`src/hdl/white_border_trim_box_core_defines.svh`:
```
// Assertion macros used by the trim box RTL.
// No dependencies; included by files that carry concurrent checks.
`ifndef WHITE_BORDER_TRIM_BOX_CORE_DEFINES_SVH
`define WHITE_BORDER_TRIM_BOX_CORE_DEFINES_SVH

`ifndef SYNTHESIS
`define WBT_ASSERT_SAME(name, clk, rst, ante, cons) \
   name: assert property (@(posedge clk) disable iff (rst) (ante) |-> (cons)) \
      else $error("same-cycle check failed");
`define WBT_ASSERT_NEXT(name, clk, rst, ante, cons) \
   name: assert property (@(posedge clk) disable iff (rst) (ante) |=> (cons)) \
      else $error("next-cycle check failed");
`else
`define WBT_ASSERT_SAME(name, clk, rst, ante, cons)
`define WBT_ASSERT_NEXT(name, clk, rst, ante, cons)
`endif

`endif

```
`src/hdl/wbt_pkg.sv`:
```
// Shared widths, constants, register indexes and types of the trim box.
// No dependencies.
`default_nettype none

package wbt_pkg;

   localparam int MAX_DIM = 4096;
   localparam int POS_W   = $clog2(MAX_DIM);
   localparam int DIM_W   = POS_W + 1;
   localparam int END_W   = POS_W + 2;
   localparam int PIX_W   = 8;
   localparam int CSR_W   = DIM_W;
   localparam int CSR_IDX_W = 3;

   localparam logic [PIX_W-1:0] WHITE = 8'd255;

   typedef enum logic [CSR_IDX_W-1:0] {
      CSR_IMAGE_WIDTH   = 3'd0,
      CSR_IMAGE_HEIGHT  = 3'd1,
      CSR_REGION_COL    = 3'd2,
      CSR_REGION_ROW    = 3'd3,
      CSR_REGION_WIDTH  = 3'd4,
      CSR_REGION_HEIGHT = 3'd5
   } csr_index_type;

   typedef struct packed {
      logic [DIM_W-1:0] image_width;
      logic [DIM_W-1:0] image_height;
      logic [POS_W-1:0] region_col;
      logic [POS_W-1:0] region_row;
      logic [DIM_W-1:0] region_width;
      logic [DIM_W-1:0] region_height;
   } cfg_type;

   typedef struct packed {
      logic [PIX_W-1:0] pixel;
      logic [POS_W-1:0] col;
      logic [POS_W-1:0] row;
      logic             in_region;
      logic             last;
      logic             end_of_image;
   } stage_type;

endpackage

`default_nettype wire

```
`src/hdl/wbt_req_if.sv`:
```
// Pixel input channel: valid/ready handshake with one grey value.
// Depends on wbt_pkg.
`default_nettype none

interface wbt_req_if import wbt_pkg::*; ();
   logic             valid;
   logic             ready;
   logic [PIX_W-1:0] pixel;

   modport source (output valid, output pixel, input ready);
   modport sink   (input valid, input pixel, output ready);
endinterface

`default_nettype wire

```
`src/hdl/wbt_rsp_if.sv`:
```
// Result channel: valid/ready handshake with the trimmed box.
// Depends on wbt_pkg.
`default_nettype none

interface wbt_rsp_if import wbt_pkg::*; ();
   logic             valid;
   logic             ready;
   logic [DIM_W-1:0] trimmed_col;
   logic [DIM_W-1:0] trimmed_width;
   logic [POS_W-1:0] trimmed_row;
   logic [DIM_W-1:0] trimmed_height;
   logic             all_white;

   modport source (output valid, output trimmed_col, output trimmed_width,
                   output trimmed_row, output trimmed_height, output all_white,
                   input ready);
   modport sink   (input valid, input trimmed_col, input trimmed_width,
                   input trimmed_row, input trimmed_height, input all_white,
                   output ready);
endinterface

`default_nettype wire

```
`src/hdl/wbt_track.sv`:
```
// Raster position tracker and input register: classifies each pixel against
// the rectangle and image bounds. Depends on wbt_pkg and wbt_req_if.
`default_nettype none

module wbt_track import wbt_pkg::*; (
   input  wire logic       clock,
   input  wire logic       reset,
   input  wire cfg_type    cfg,
   wbt_req_if.sink         req_ch,
   input  wire logic       retire,
   output logic            stage_valid,
   output stage_type       stage
);

   logic [POS_W-1:0] col_ff, col_in;
   logic [POS_W-1:0] row_ff, row_in;
   logic             valid_ff, valid_in;
   stage_type        stage_ff, stage_in;

   logic [DIM_W-1:0] img_w;
   logic [DIM_W-1:0] img_h;
   logic [END_W-1:0] col_end;
   logic [END_W-1:0] row_end;
   logic [END_W-1:0] col_x;
   logic [END_W-1:0] row_x;
   logic             accept;
   logic             wrap_col;
   logic             wrap_row;
   logic             in_region;

   always_comb begin
      if (cfg.image_width == '0) begin
         img_w = DIM_W'(1);
      end else if (cfg.image_width > DIM_W'(MAX_DIM)) begin
         img_w = DIM_W'(MAX_DIM);
      end else begin
         img_w = cfg.image_width;
      end
      if (cfg.image_height == '0) begin
         img_h = DIM_W'(1);
      end else if (cfg.image_height > DIM_W'(MAX_DIM)) begin
         img_h = DIM_W'(MAX_DIM);
      end else begin
         img_h = cfg.image_height;
      end
   end

   assign col_end = END_W'(cfg.region_col) + END_W'(cfg.region_width);
   assign row_end = END_W'(cfg.region_row) + END_W'(cfg.region_height);
   assign col_x   = END_W'(col_ff);
   assign row_x   = END_W'(row_ff);

   assign accept   = req_ch.valid && req_ch.ready;
   assign wrap_col = (DIM_W'(col_ff) + DIM_W'(1)) >= img_w;
   assign wrap_row = (DIM_W'(row_ff) + DIM_W'(1)) >= img_h;

   assign in_region = (cfg.region_width != '0) && (cfg.region_height != '0)
                      && (col_ff >= cfg.region_col) && (col_x < col_end)
                      && (row_ff >= cfg.region_row) && (row_x < row_end);

   always_comb begin
      col_in   = col_ff;
      row_in   = row_ff;
      valid_in = valid_ff;
      stage_in = stage_ff;
      if (retire) begin
         valid_in = 1'b0;
      end
      if (accept) begin
         valid_in              = 1'b1;
         stage_in.pixel        = req_ch.pixel;
         stage_in.col          = col_ff;
         stage_in.row          = row_ff;
         stage_in.in_region    = in_region;
         stage_in.last         = in_region && (col_x == col_end - END_W'(1))
                                 && (row_x == row_end - END_W'(1));
         stage_in.end_of_image = wrap_col && wrap_row;
         if (wrap_col) begin
            col_in = '0;
            row_in = wrap_row ? '0 : row_ff + POS_W'(1);
         end else begin
            col_in = col_ff + POS_W'(1);
         end
      end
   end

   always_ff @(posedge clock) begin
      if (reset) begin
         col_ff   <= '0;
         row_ff   <= '0;
         valid_ff <= 1'b0;
      end else begin
         col_ff   <= col_in;
         row_ff   <= row_in;
         valid_ff <= valid_in;
      end
      stage_ff <= stage_in;
   end

   assign req_ch.ready = !valid_ff || retire;
   assign stage_valid  = valid_ff;
   assign stage        = stage_ff;

endmodule

`default_nettype wire

```
`src/hdl/wbt_box.sv`:
```
// Bounding box accumulator and result register: folds classified pixels
// into the box and forms the trimmed result. Depends on wbt_pkg, wbt_rsp_if.
`default_nettype none
`include "white_border_trim_box_core_defines.svh"

module wbt_box import wbt_pkg::*; (
   input  wire logic       clock,
   input  wire logic       reset,
   input  wire cfg_type    cfg,
   input  wire logic       stage_valid,
   input  wire stage_type  stage,
   output logic            retire,
   wbt_rsp_if.source       rsp_ch
);

   logic [POS_W-1:0] min_col_ff, min_col_in;
   logic [POS_W-1:0] max_col_ff, max_col_in;
   logic [POS_W-1:0] min_row_ff, min_row_in;
   logic [POS_W-1:0] max_row_ff, max_row_in;
   logic             ink_ff, ink_in;
   logic             out_valid_ff, out_valid_in;
   logic [DIM_W-1:0] col_out_ff, col_out_in;
   logic [DIM_W-1:0] width_out_ff, width_out_in;
   logic [POS_W-1:0] row_out_ff, row_out_in;
   logic [DIM_W-1:0] height_out_ff, height_out_in;
   logic             white_out_ff, white_out_in;

   logic [DIM_W-1:0] col_end;
   logic             hit;

   assign retire  = stage_valid && (!stage.last || !out_valid_ff || rsp_ch.ready);
   assign hit     = stage.in_region && (stage.pixel != WHITE);
   assign col_end = DIM_W'(cfg.region_col) + cfg.region_width;

   always_comb begin
      min_col_in    = min_col_ff;
      max_col_in    = max_col_ff;
      min_row_in    = min_row_ff;
      max_row_in    = max_row_ff;
      ink_in        = ink_ff;
      out_valid_in  = out_valid_ff && !rsp_ch.ready;
      col_out_in    = col_out_ff;
      width_out_in  = width_out_ff;
      row_out_in    = row_out_ff;
      height_out_in = height_out_ff;
      white_out_in  = white_out_ff;
      if (retire) begin
         if (hit) begin
            if (!ink_ff) begin
               min_col_in = stage.col;
               max_col_in = stage.col;
               min_row_in = stage.row;
               max_row_in = stage.row;
            end else begin
               if (stage.col < min_col_ff) min_col_in = stage.col;
               if (stage.col > max_col_ff) max_col_in = stage.col;
               if (stage.row < min_row_ff) min_row_in = stage.row;
               if (stage.row > max_row_ff) max_row_in = stage.row;
            end
            ink_in = 1'b1;
         end
         if (stage.last) begin
            out_valid_in = 1'b1;
            if (ink_ff || hit) begin
               col_out_in    = DIM_W'(min_col_in);
               width_out_in  = DIM_W'(max_col_in) - DIM_W'(min_col_in) + DIM_W'(1);
               row_out_in    = min_row_in;
               height_out_in = DIM_W'(max_row_in) - DIM_W'(min_row_in) + DIM_W'(1);
               white_out_in  = 1'b0;
            end else begin
               col_out_in    = col_end;
               width_out_in  = '0;
               row_out_in    = cfg.region_row;
               height_out_in = cfg.region_height;
               white_out_in  = 1'b1;
            end
         end
         if (stage.last || stage.end_of_image) begin
            ink_in = 1'b0;
         end
      end
   end

   always_ff @(posedge clock) begin
      if (reset) begin
         ink_ff       <= 1'b0;
         out_valid_ff <= 1'b0;
      end else begin
         ink_ff       <= ink_in;
         out_valid_ff <= out_valid_in;
      end
      min_col_ff    <= min_col_in;
      max_col_ff    <= max_col_in;
      min_row_ff    <= min_row_in;
      max_row_ff    <= max_row_in;
      col_out_ff    <= col_out_in;
      width_out_ff  <= width_out_in;
      row_out_ff    <= row_out_in;
      height_out_ff <= height_out_in;
      white_out_ff  <= white_out_in;
   end

   assign rsp_ch.valid          = out_valid_ff;
   assign rsp_ch.trimmed_col    = col_out_ff;
   assign rsp_ch.trimmed_width  = width_out_ff;
   assign rsp_ch.trimmed_row    = row_out_ff;
   assign rsp_ch.trimmed_height = height_out_ff;
   assign rsp_ch.all_white      = white_out_ff;

   `WBT_ASSERT_SAME(box_cols_ordered, clock, reset, ink_ff, min_col_ff <= max_col_ff)
   `WBT_ASSERT_SAME(box_rows_ordered, clock, reset, ink_ff, min_row_ff <= max_row_ff)
   `WBT_ASSERT_NEXT(last_gives_result, clock, reset, retire && stage.last, out_valid_ff)
   `WBT_ASSERT_SAME(ink_result_nonzero, clock, reset, out_valid_ff && !white_out_ff,
                    width_out_ff != '0 && height_out_ff != '0)

endmodule

`default_nettype wire

```
`src/hdl/white_border_trim_box_core.sv`:
```
// Top level of the white border trim box: control registers, raster tracker
// and box accumulator. Depends on wbt_pkg, wbt_req_if, wbt_rsp_if, wbt_track, wbt_box.
//
//   port group   role      transfer condition
//   req_ch       sink      valid && ready, one pixel
//   rsp_ch       source    valid && ready, one trimmed box
//   csr_*        write     csr_wen high, no back-pressure
//
// Throughput is one pixel per cycle but for the stall below; result valid rises
// after the pixel transfer (input register first, then the result register).
// The result register and input register together hold one pending item
// each, so a pixel is still taken while a result waits on rsp_ch.
// Only the rectangle's last pixel stalls behind an untaken result.
// Synchronous active-high reset; no clearing pass after reset.
`default_nettype none

module white_border_trim_box_core import wbt_pkg::*; (
   input  wire logic                 clock,
   input  wire logic                 reset,
   wbt_req_if.sink                   req_ch,
   wbt_rsp_if.source                 rsp_ch,
   input  wire logic                 csr_wen,
   input  wire logic [CSR_IDX_W-1:0] csr_index,
   input  wire logic [CSR_W-1:0]     csr_wdata
);

   cfg_type   cfg_ff, cfg_in;
   stage_type stage;
   logic      stage_valid;
   logic      retire;

   always_comb begin
      cfg_in = cfg_ff;
      if (csr_wen) begin
         unique case (csr_index)
            CSR_IMAGE_WIDTH:   cfg_in.image_width   = csr_wdata;
            CSR_IMAGE_HEIGHT:  cfg_in.image_height  = csr_wdata;
            CSR_REGION_COL:    cfg_in.region_col    = csr_wdata[POS_W-1:0];
            CSR_REGION_ROW:    cfg_in.region_row    = csr_wdata[POS_W-1:0];
            CSR_REGION_WIDTH:  cfg_in.region_width  = csr_wdata;
            CSR_REGION_HEIGHT: cfg_in.region_height = csr_wdata;
            default:           cfg_in = cfg_ff;
         endcase
      end
   end

   always_ff @(posedge clock) begin
      if (reset) begin
         cfg_ff.image_width   <= DIM_W'(MAX_DIM);
         cfg_ff.image_height  <= DIM_W'(MAX_DIM);
         cfg_ff.region_col    <= '0;
         cfg_ff.region_row    <= '0;
         cfg_ff.region_width  <= DIM_W'(MAX_DIM);
         cfg_ff.region_height <= DIM_W'(MAX_DIM);
      end else begin
         cfg_ff <= cfg_in;
      end
   end

   wbt_track u_track (
      .clock       (clock),
      .reset       (reset),
      .cfg         (cfg_ff),
      .req_ch      (req_ch),
      .retire      (retire),
      .stage_valid (stage_valid),
      .stage       (stage)
   );

   wbt_box u_box (
      .clock       (clock),
      .reset       (reset),
      .cfg         (cfg_ff),
      .stage_valid (stage_valid),
      .stage       (stage),
      .retire      (retire),
      .rsp_ch      (rsp_ch)
   );

endmodule

`default_nettype wire

```
`src/flat_wrapper.sv`:
```
// flat-port wrapper written by rule: the top's interface ports become plain ports
module white_border_trim_box_core_flat import wbt_pkg::*;
  (clock, reset, csr_wen, csr_index, csr_wdata, req_ch_valid, req_ch_pixel, req_ch_ready, rsp_ch_valid, rsp_ch_trimmed_col, rsp_ch_trimmed_width, rsp_ch_trimmed_row, rsp_ch_trimmed_height, rsp_ch_all_white, rsp_ch_ready);
  wbt_req_if req_ch_i ();
  wbt_rsp_if rsp_ch_i ();
  input  wire logic clock;
  input  wire logic reset;
  input  wire logic csr_wen;
  input  wire logic [CSR_IDX_W-1:0] csr_index;
  input  wire logic [CSR_W-1:0] csr_wdata;
  input wire logic [$bits(req_ch_i.valid)-1:0] req_ch_valid;
  input wire logic [$bits(req_ch_i.pixel)-1:0] req_ch_pixel;
  output wire logic [$bits(req_ch_i.ready)-1:0] req_ch_ready;
  output wire logic [$bits(rsp_ch_i.valid)-1:0] rsp_ch_valid;
  output wire logic [$bits(rsp_ch_i.trimmed_col)-1:0] rsp_ch_trimmed_col;
  output wire logic [$bits(rsp_ch_i.trimmed_width)-1:0] rsp_ch_trimmed_width;
  output wire logic [$bits(rsp_ch_i.trimmed_row)-1:0] rsp_ch_trimmed_row;
  output wire logic [$bits(rsp_ch_i.trimmed_height)-1:0] rsp_ch_trimmed_height;
  output wire logic [$bits(rsp_ch_i.all_white)-1:0] rsp_ch_all_white;
  input wire logic [$bits(rsp_ch_i.ready)-1:0] rsp_ch_ready;
  assign req_ch_i.valid = req_ch_valid;
  assign req_ch_i.pixel = req_ch_pixel;
  assign req_ch_ready = req_ch_i.ready;
  assign rsp_ch_valid = rsp_ch_i.valid;
  assign rsp_ch_trimmed_col = rsp_ch_i.trimmed_col;
  assign rsp_ch_trimmed_width = rsp_ch_i.trimmed_width;
  assign rsp_ch_trimmed_row = rsp_ch_i.trimmed_row;
  assign rsp_ch_trimmed_height = rsp_ch_i.trimmed_height;
  assign rsp_ch_all_white = rsp_ch_i.all_white;
  assign rsp_ch_i.ready = rsp_ch_ready;
  white_border_trim_box_core u_core (.clock(clock), .reset(reset), .req_ch(req_ch_i), .rsp_ch(rsp_ch_i), .csr_wen(csr_wen), .csr_index(csr_index), .csr_wdata(csr_wdata));
endmodule
```
`config.mk`:
```
export PLATFORM = sky130hd
export DESIGN_NAME = white_border_trim_box_core_flat
export DESIGN_NICKNAME = d
export VERILOG_FILES = /design/src/hdl/wbt_pkg.sv /design/src/hdl/wbt_req_if.sv /design/src/hdl/wbt_rsp_if.sv /design/src/hdl/wbt_track.sv /design/src/hdl/wbt_box.sv /design/src/hdl/white_border_trim_box_core.sv /design/src/flat_wrapper.sv
export VERILOG_INCLUDE_DIRS = /design/src /design/src/hdl
export SDC_FILE = /design/constraint.sdc
export NUM_CORES = 1
export LEC_CHECK = 0
export BUFFER_PORTS_ARGS = -buffer_cell sky130_fd_sc_hd__buf_2
export CAP_MARGIN = 20
export CORE_UTILIZATION = 40
export DETAILED_ROUTE_END_ITERATION = 10
export MAX_ROUTING_LAYER = met4
export SKIP_CTS_REPAIR_TIMING = 1
export SYNTH_ARGS = -nofsm -noshare
export SYNTH_HDL_FRONTEND = slang
export SYNTH_SLANG_ARGS = --single-unit
```
`constraint.sdc`:
```
create_clock -name clock -period 7.3 [get_ports clock]
set_input_delay 1.095 -clock clock [delete_from_list [all_inputs] [get_ports clock]]
set_output_delay 1.095 -clock clock [all_outputs]
set_load 0.005 [all_outputs]
```
# Word-level counts from Yosys, hierarchy flattened
# Index checks and enable logic that the tools add are counted.
[op_classes] n_addsub=13 magnitude_cmp=12 n_eq_ne=8 muxes=32 reduce_logical=37
[ops] operator="$mux 12" n=20
[ops] operator="$mux 13" n=5
[ops] operator="$add 12x13->14" n=2
[ops] operator="$eq 12x14->1" n=2
[ops] operator="$lt 12x14->1" n=2
[ops] operator="$sub 14x1->14 const B" n=2
[ops] operator="$add 12x1->13 const B" n=2
[ops] operator="$add 13x1->13 const B" n=2
[ops] operator="$ge 13x13->1" n=2
[ops] operator="$gt 13x13->1 const B" n=2
[ops] operator="$logic_not 13->1" n=2
[ops] operator="$reduce_bool 13->1" n=2
[ops] operator="$sub 12x12->13" n=2
[ops] operator="$add 12x1->12 const B" n=2
[ops] operator="$ge 12x12->1" n=2
[ops] operator="$gt 12x12->1" n=2
[ops] operator="$lt 12x12->1" n=2
[ops] operator="$reduce_and 2->1" n=9
[ops] operator="$add 12x13->13" n=1
[ops] operator="$logic_and 1x1->1" n=12
[ops] operator="$ne 8x8->1 const B" n=1
[ops] operator="$mux 1" n=7
[ops] operator="$eq 3x2->1 const B" n=2
[ops] operator="$eq 3x3->1 const B" n=2
[ops] operator="other kinds (5)" n=13
[totals] reg_bits=238

# Logic depth before layout (Yosys ltp)
[logic_depth] depth_word=8 depth_mapped=27 depth_no_buf=27

# Hierarchy
# From an unflattened synthesis, not the netlist that was laid out.
[unflattened] cells_unflattened=1755 area_unflattened_um2=17190.2
[by_module_without_submodules] mod="wbt_box" instances=1 cells_each=733 area_per_inst_um2=7653.6 seq_area_each_um2=3042.9
[by_module_without_submodules] mod="wbt_track" instances=1 cells_each=757 area_per_inst_um2=6563.8 seq_area_each_um2=1551.5
[by_module_without_submodules] mod="white_border_trim_box_core" instances=1 cells_each=265 area_per_inst_um2=2972.9 seq_area_each_um2=1521.5

# Worst setup path after synthesis
# OpenSTA, ideal clock, no wires.
[synth_timing] path_type="input to register" start="in rsp_ch_ready" end="reg u_core.u_box.white_out_ff (netlist: u_core.u_box.rsp_ch.all_white) (enable)" setup_time_ns=0.416 arrival_ns=6.409 t_required_ns=6.884 slack_ns=0.475 cell_stages=3 path_buffers=0 cell_sequence="nor2b_1 -> a21boi_0 -> and2_1"
[synth_via] elab_chain_len=3
[synth_rtl] element="start, declared" line_no="flat_wrapper.sv:20" source="input wire logic [$bits(rsp_ch_i.ready)-1:0] rsp_ch_ready;"
[synth_rtl] element="$logic_or 1x1->1" line_no="wbt_box.sv:31" source="assign retire = stage_valid && (!stage.last || !out_valid_ff || rsp_ch.ready);"
[synth_rtl] element="$logic_and 1x1->1" line_no="wbt_box.sv:31"
[synth_rtl] element="via u_core.retire" line_no="white_border_trim_box_core.sv:30" source="logic retire;"
[synth_rtl] element="$reduce_and 2->1 (no line)"
[synth_rtl] element="end signal, assigned" line_no="wbt_box.sv:100" source="white_out_ff <= white_out_in;"
[synth_rtl] element="end, declared" line_no="wbt_box.sv:26" source="logic white_out_ff, white_out_in;"
# The timed path passes the listed nets, and every way through them passes these cells.
# A chain may end at the register's enable or synchronous reset.

# Final worst setup path
[layout_timing] start="reg u_core.u_track.stage_ff (netlist bit u_core.u_track.stage[4])" end="reg u_core.u_box.height_out_ff[11] (netlist: u_core.u_box.rsp_ch.trimmed_height[11]) (data pin)"
[layout_via] elab_chain_len=8
[layout_rtl] element="start, declared" line_no="wbt_track.sv:18" source="stage_type stage_ff, stage_in;"
[layout_rtl] element="start signal, assigned" line_no="wbt_track.sv:97" source="stage_ff <= stage_in;"
[layout_rtl] element="$gt 12x12->1 / $lt 12x12->1 (equally long branches)" line_no="wbt_box.sv:58, wbt_box.sv:57"
[layout_rtl] element="$mux 12 (on tied branches)" line_no="wbt_box.sv:58, wbt_box.sv:57"
[layout_rtl] element="$mux 12" line_no="wbt_box.sv:49" source="if (!ink_ff) begin"
[layout_rtl] element="$mux 12" line_no="wbt_box.sv:48" source="if (hit) begin"
[layout_rtl] element="$mux 12" line_no="wbt_box.sv:47" source="if (retire) begin"
[layout_rtl] element="$sub 12x12->13 (*)" line_no="wbt_box.sv:68" source="height_out_in = DIM_W'(max_row_in) - DIM_W'(min_row_in) + DIM_W'(1);"
[layout_rtl] element="$add 13x1->13 (*)" line_no="wbt_box.sv:68"
[layout_rtl] element="$mux 13 (*)" line_no="wbt_box.sv:64" source="if (ink_ff || hit) begin"
[layout_rtl] element="end signal, assigned" line_no="wbt_box.sv:99" source="height_out_ff <= height_out_in;"
[layout_rtl] element="end, declared" line_no="wbt_box.sv:25" source="logic [DIM_W-1:0] height_out_ff, height_out_in;"
# Every way passes the cells marked *; elsewhere a longest branch is shown, timed or not. The select of a mux whose other input is x is not followed.

==> out/results.txt <==
Cell repeated most along the worst path = o21ai_0
Worst slew pin tran = 0.956 ns
WP data required = 7.68 ns
DRC Markers = 0
Worst-path fanout max = 13
Post-synthesis cell count = 1688
FF+latch count, synth = 238
Setup_tns = 0 ns
CTS max path bufs = 3
Hold Slack = 0.456 ns
Total number of vias = 12300
RePlAce Congestion = 0.842
Core area = 0.0388 mm^2
Endpoints failing hold = 0
Ports = 83
Max-cap violation count = 0
Combinational share of power = 23.6%
Min-Delay Path Class = register to register
Final worst path period need = 5.44 ns
Diode count = 0
Die ar. = 0.0403 mm^2
Switch Pwr = 1.15 mW
Most area-consuming cells after synthesis = edfxtp_1 (26%), ha_1 (15%), dfxtp_1 (13%)
Tot GR Track Use = 20.4%
Input/output buffers = 82
Internal power = 2.70 mW
Endpoints failing setup = 0
Vias in the first global route = 12000
Dominant cell type by area after synthesis = edfxtp_1
RSZ-0062 raised after global routing = false
Wire length of the first global-routing pass = 64200 um
CP peak stage delay = 0.48 ns
Tcrit/Tclk final = 74.6%
Clock sinks = 238
Setup Skew = 0.0165 ns
Switching share of power = 29.9%
Syn nets = 1915
Layout cells sized above 1 = 13.1%
Sequential power share = 40.3%
Clock share of power = 36.1%
Nets = 1979
WL final = 40300 um
Remaining global-route overflow = 0
Worst Setup Path Type = register to register
DR iter-0 viols = 798
Status = complete, no violations
CP Launch Type = register
Initial core utilization = 40.7%
Initial antenna violation count = 0
Register area share after synthesis = 38.7%
Data arrival, critical path = 5.83 ns
Dominant synthesized flop cell = edfxtp_1
Average wire per standard cell = 17.6 um
Synth Cell Area = 0.0158 mm^2
Syn. warnings = 0
Worst rel slew slack = 36.2%
Row cnt = 72
Slowest cell on crit path = edfxtp_1
Cell variety after synth = 88
Fmax = 184 MHz
Area Growth Syn to Fin = 11.7%
CP Capture Type = register
Die width = 201 um
PwrDens = 218 mW/mm^2
Clk Latency, worst-skew pair = 0.57 ns
Die span in y = 201 um
Lkg Pwr = 7.50 nW
Async SR Flop Fraction = 0%
Avg Vias per Cell = 5.37
CTS clk-pin slew, worst paths = 0.06 ns
TritonCTS clock tree = done
CTS buffer count = 29
Post-synth EDFFs = 135
Root Buffer = clkbuf_16
Largest net degree at the start of global routing = 52
Max IR drop VDD = 153 uV
Drt pass-1 iters = 5
Yosys top cell area share = 25.6%
Hpwl dp = 30300 um
Final max-slew violation count = 0
Mean Syn Cell Area = 9.37 um^2
H-tree level count = 1
Remaining antenna violation count = 0
[flip-flops by register name, indices dropped and copies added (netlist names), 12 cells and up]
register / count
u_core.u_box.min_row_ff: 12
u_core.u_box.rsp_ch.trimmed_height: 13
u_core.u_box.rsp_ch.trimmed_row: 12
u_core.cfg_ff: 76
u_core.u_box.rsp_ch.trimmed_col: 13
u_core.u_track.row_ff: 12
u_core.u_box.rsp_ch.trimmed_width: 13
u_core.u_box.max_col_ff: 12
u_core.u_track.stage: 35
u_core.u_box.max_row_ff: 12
u_core.u_box.min_col_ff: 12
u_core.u_track.col_ff: 12
[power groups by stage]
stage / sequential, mW / clock, mW / combinational [mW]
detailed placement: 1.58 / 0 / 0.910
global placement: 1.58 / 0 / 0.893
CTS: 1.55 / 1.43 / 0.916
finish: 1.55 / 1.39 / 0.908
global route: 1.56 / 1.48 / 1.02
floorplan: 1.57 / 0 / 0.672
[cell usage in the layout (no fill, tap or decap), types with 5 or more instances in the layout]
| master | instances |
|---|---|
| nand2_1 | 254 |
| ha_1 | 194 |
| a21oi_1 | 156 |
| edfxtp_1 | 135 |
| inv_1 | 133 |
| dfxtp_1 | 103 |
| buf_2 | 82 |
| nor2_1 | 80 |
| o21ai_0 | 53 |
| xnor2_1 | 48 |
| a21o_1 | 37 |
| nand3_1 | 35 |
| mux2_2 | 35 |
| clkbuf_16 | 32 |
| xor2_1 | 31 |
| nor3_1 | 27 |
| mux2i_1 | 26 |
| nor2b_1 | 22 |
| nor4_1 | 18 |
| nand4_1 | 17 |
| and3_1 | 17 |
| o211ai_1 | 14 |
| buf_4 | 14 |
| nand2b_1 | 13 |
| a31oi_1 | 13 |
| a211o_1 | 12 |
| o221a_2 | 12 |
| o21a_1 | 11 |
| or3b_2 | 9 |
| clkinv_2 | 8 |
| or2_2 | 5 |
| a2111oi_0 | 5 |
| or3_1 | 5 |
| o31ai_1 | 5 |
| o41ai_1 | 5 |
| clkbuf_1 | 5 |
[worst max-delay path: cells and delay by family, from the launching register on]
kind	cells	cell delay (ns)
buffers and inverters	3	0.17
AO/OA/AOI/OAI	12	2.09
AND/OR/NAND/NOR	6	1.01
adder cells (fa/ha/maj)	4	1.10
multiplexers	1	0.41
flip-flops	1	0.48
[routing by layer]
metal	track usage (%)	routed length, um
met5	-	0
met4	5.94	913
met3	1.98	1420
met2	31.7	17800
met1	28.1	20100
[per-stage QoR]
step | std cells | area, um^2 | power [mW] | utilization (%) | setup WS, ns
2_1_floorplan | 1688 | 15800 | 2.24 | - | 0.475
6_report | 2292 | 17700 | 3.85 | 45.5 | 1.86
5_1_grt | 2292 | 17700 | 4.05 | 45.5 | 1.36
3_3_place_gp | 2238 | 16700 | 2.47 | 43.1 | 1.93
4_1_cts | 2291 | 17700 | 3.89 | 45.5 | 1.86
3_5_place_dp | 2238 | 16700 | 2.49 | 43.1 | 1.86
[final timing paths]
path / from / end / slack, ns / depth (start not counted)
worst min-delay path: u_core.cfg_ff[50] / u_core.cfg_ff[50] / 0.46 / 2
worst max-delay path: u_core.u_track.stage[4] / u_core.u_box.rsp_ch.trimmed_height[11] / 1.86 / 26
worst min register to register: u_core.cfg_ff[50] / u_core.cfg_ff[50] / 0.46 / 2
worst max register to register: u_core.u_track.stage[4] / u_core.u_box.rsp_ch.trimmed_height[11] / 1.86 / 26
[synth_stat cells (17+ instances only)]
master    count
a21o_1       37
clkbuf_1     52
nor4_1       18
ha_1        194
mux2i_1      26
nor2b_1      22
nand3_1      35
o21ai_0      54
nor2_1       80
nor3_1       27
mux2_2       35
and3_1       17
edfxtp_1    135
inv_1       133
nand4_1      17
xor2_1       31
nand2_1     254
xnor2_1      48
a21oi_1     156
dfxtp_1     103
[cells by family (layout without fill, tap and decap cells)]
family | count (synthesis) | after routing | share of synthesized area [%]
and+or+nand+nor | 534 | 534 | 16.0
AOI/OAI and AO/OA | 378 | 378 | 15.8
DFF | 238 | 238 | 38.7
adders and majority gates | 198 | 198 | 15.9
buffers and inverters | 197 | 283 | 4.76
xor gates and xnor gates | 82 | 82 | 4.82
muxes | 61 | 61 | 4.14
[final cells by class]
class / instances / area [um^2]
Sequential cell: 238 / 6120
Inverter: 134 / 503
Fill cell: 3741 / 21200
Clock inverter: 15 / 88.8
Timing Repair Buffer: 96 / 515
Tap cell: 518 / 648
Multi-Input combinational cell: 1253 / 8960
Clock buffer: 38 / 833
Note: power is estimated with default switching activity, not from simulation.
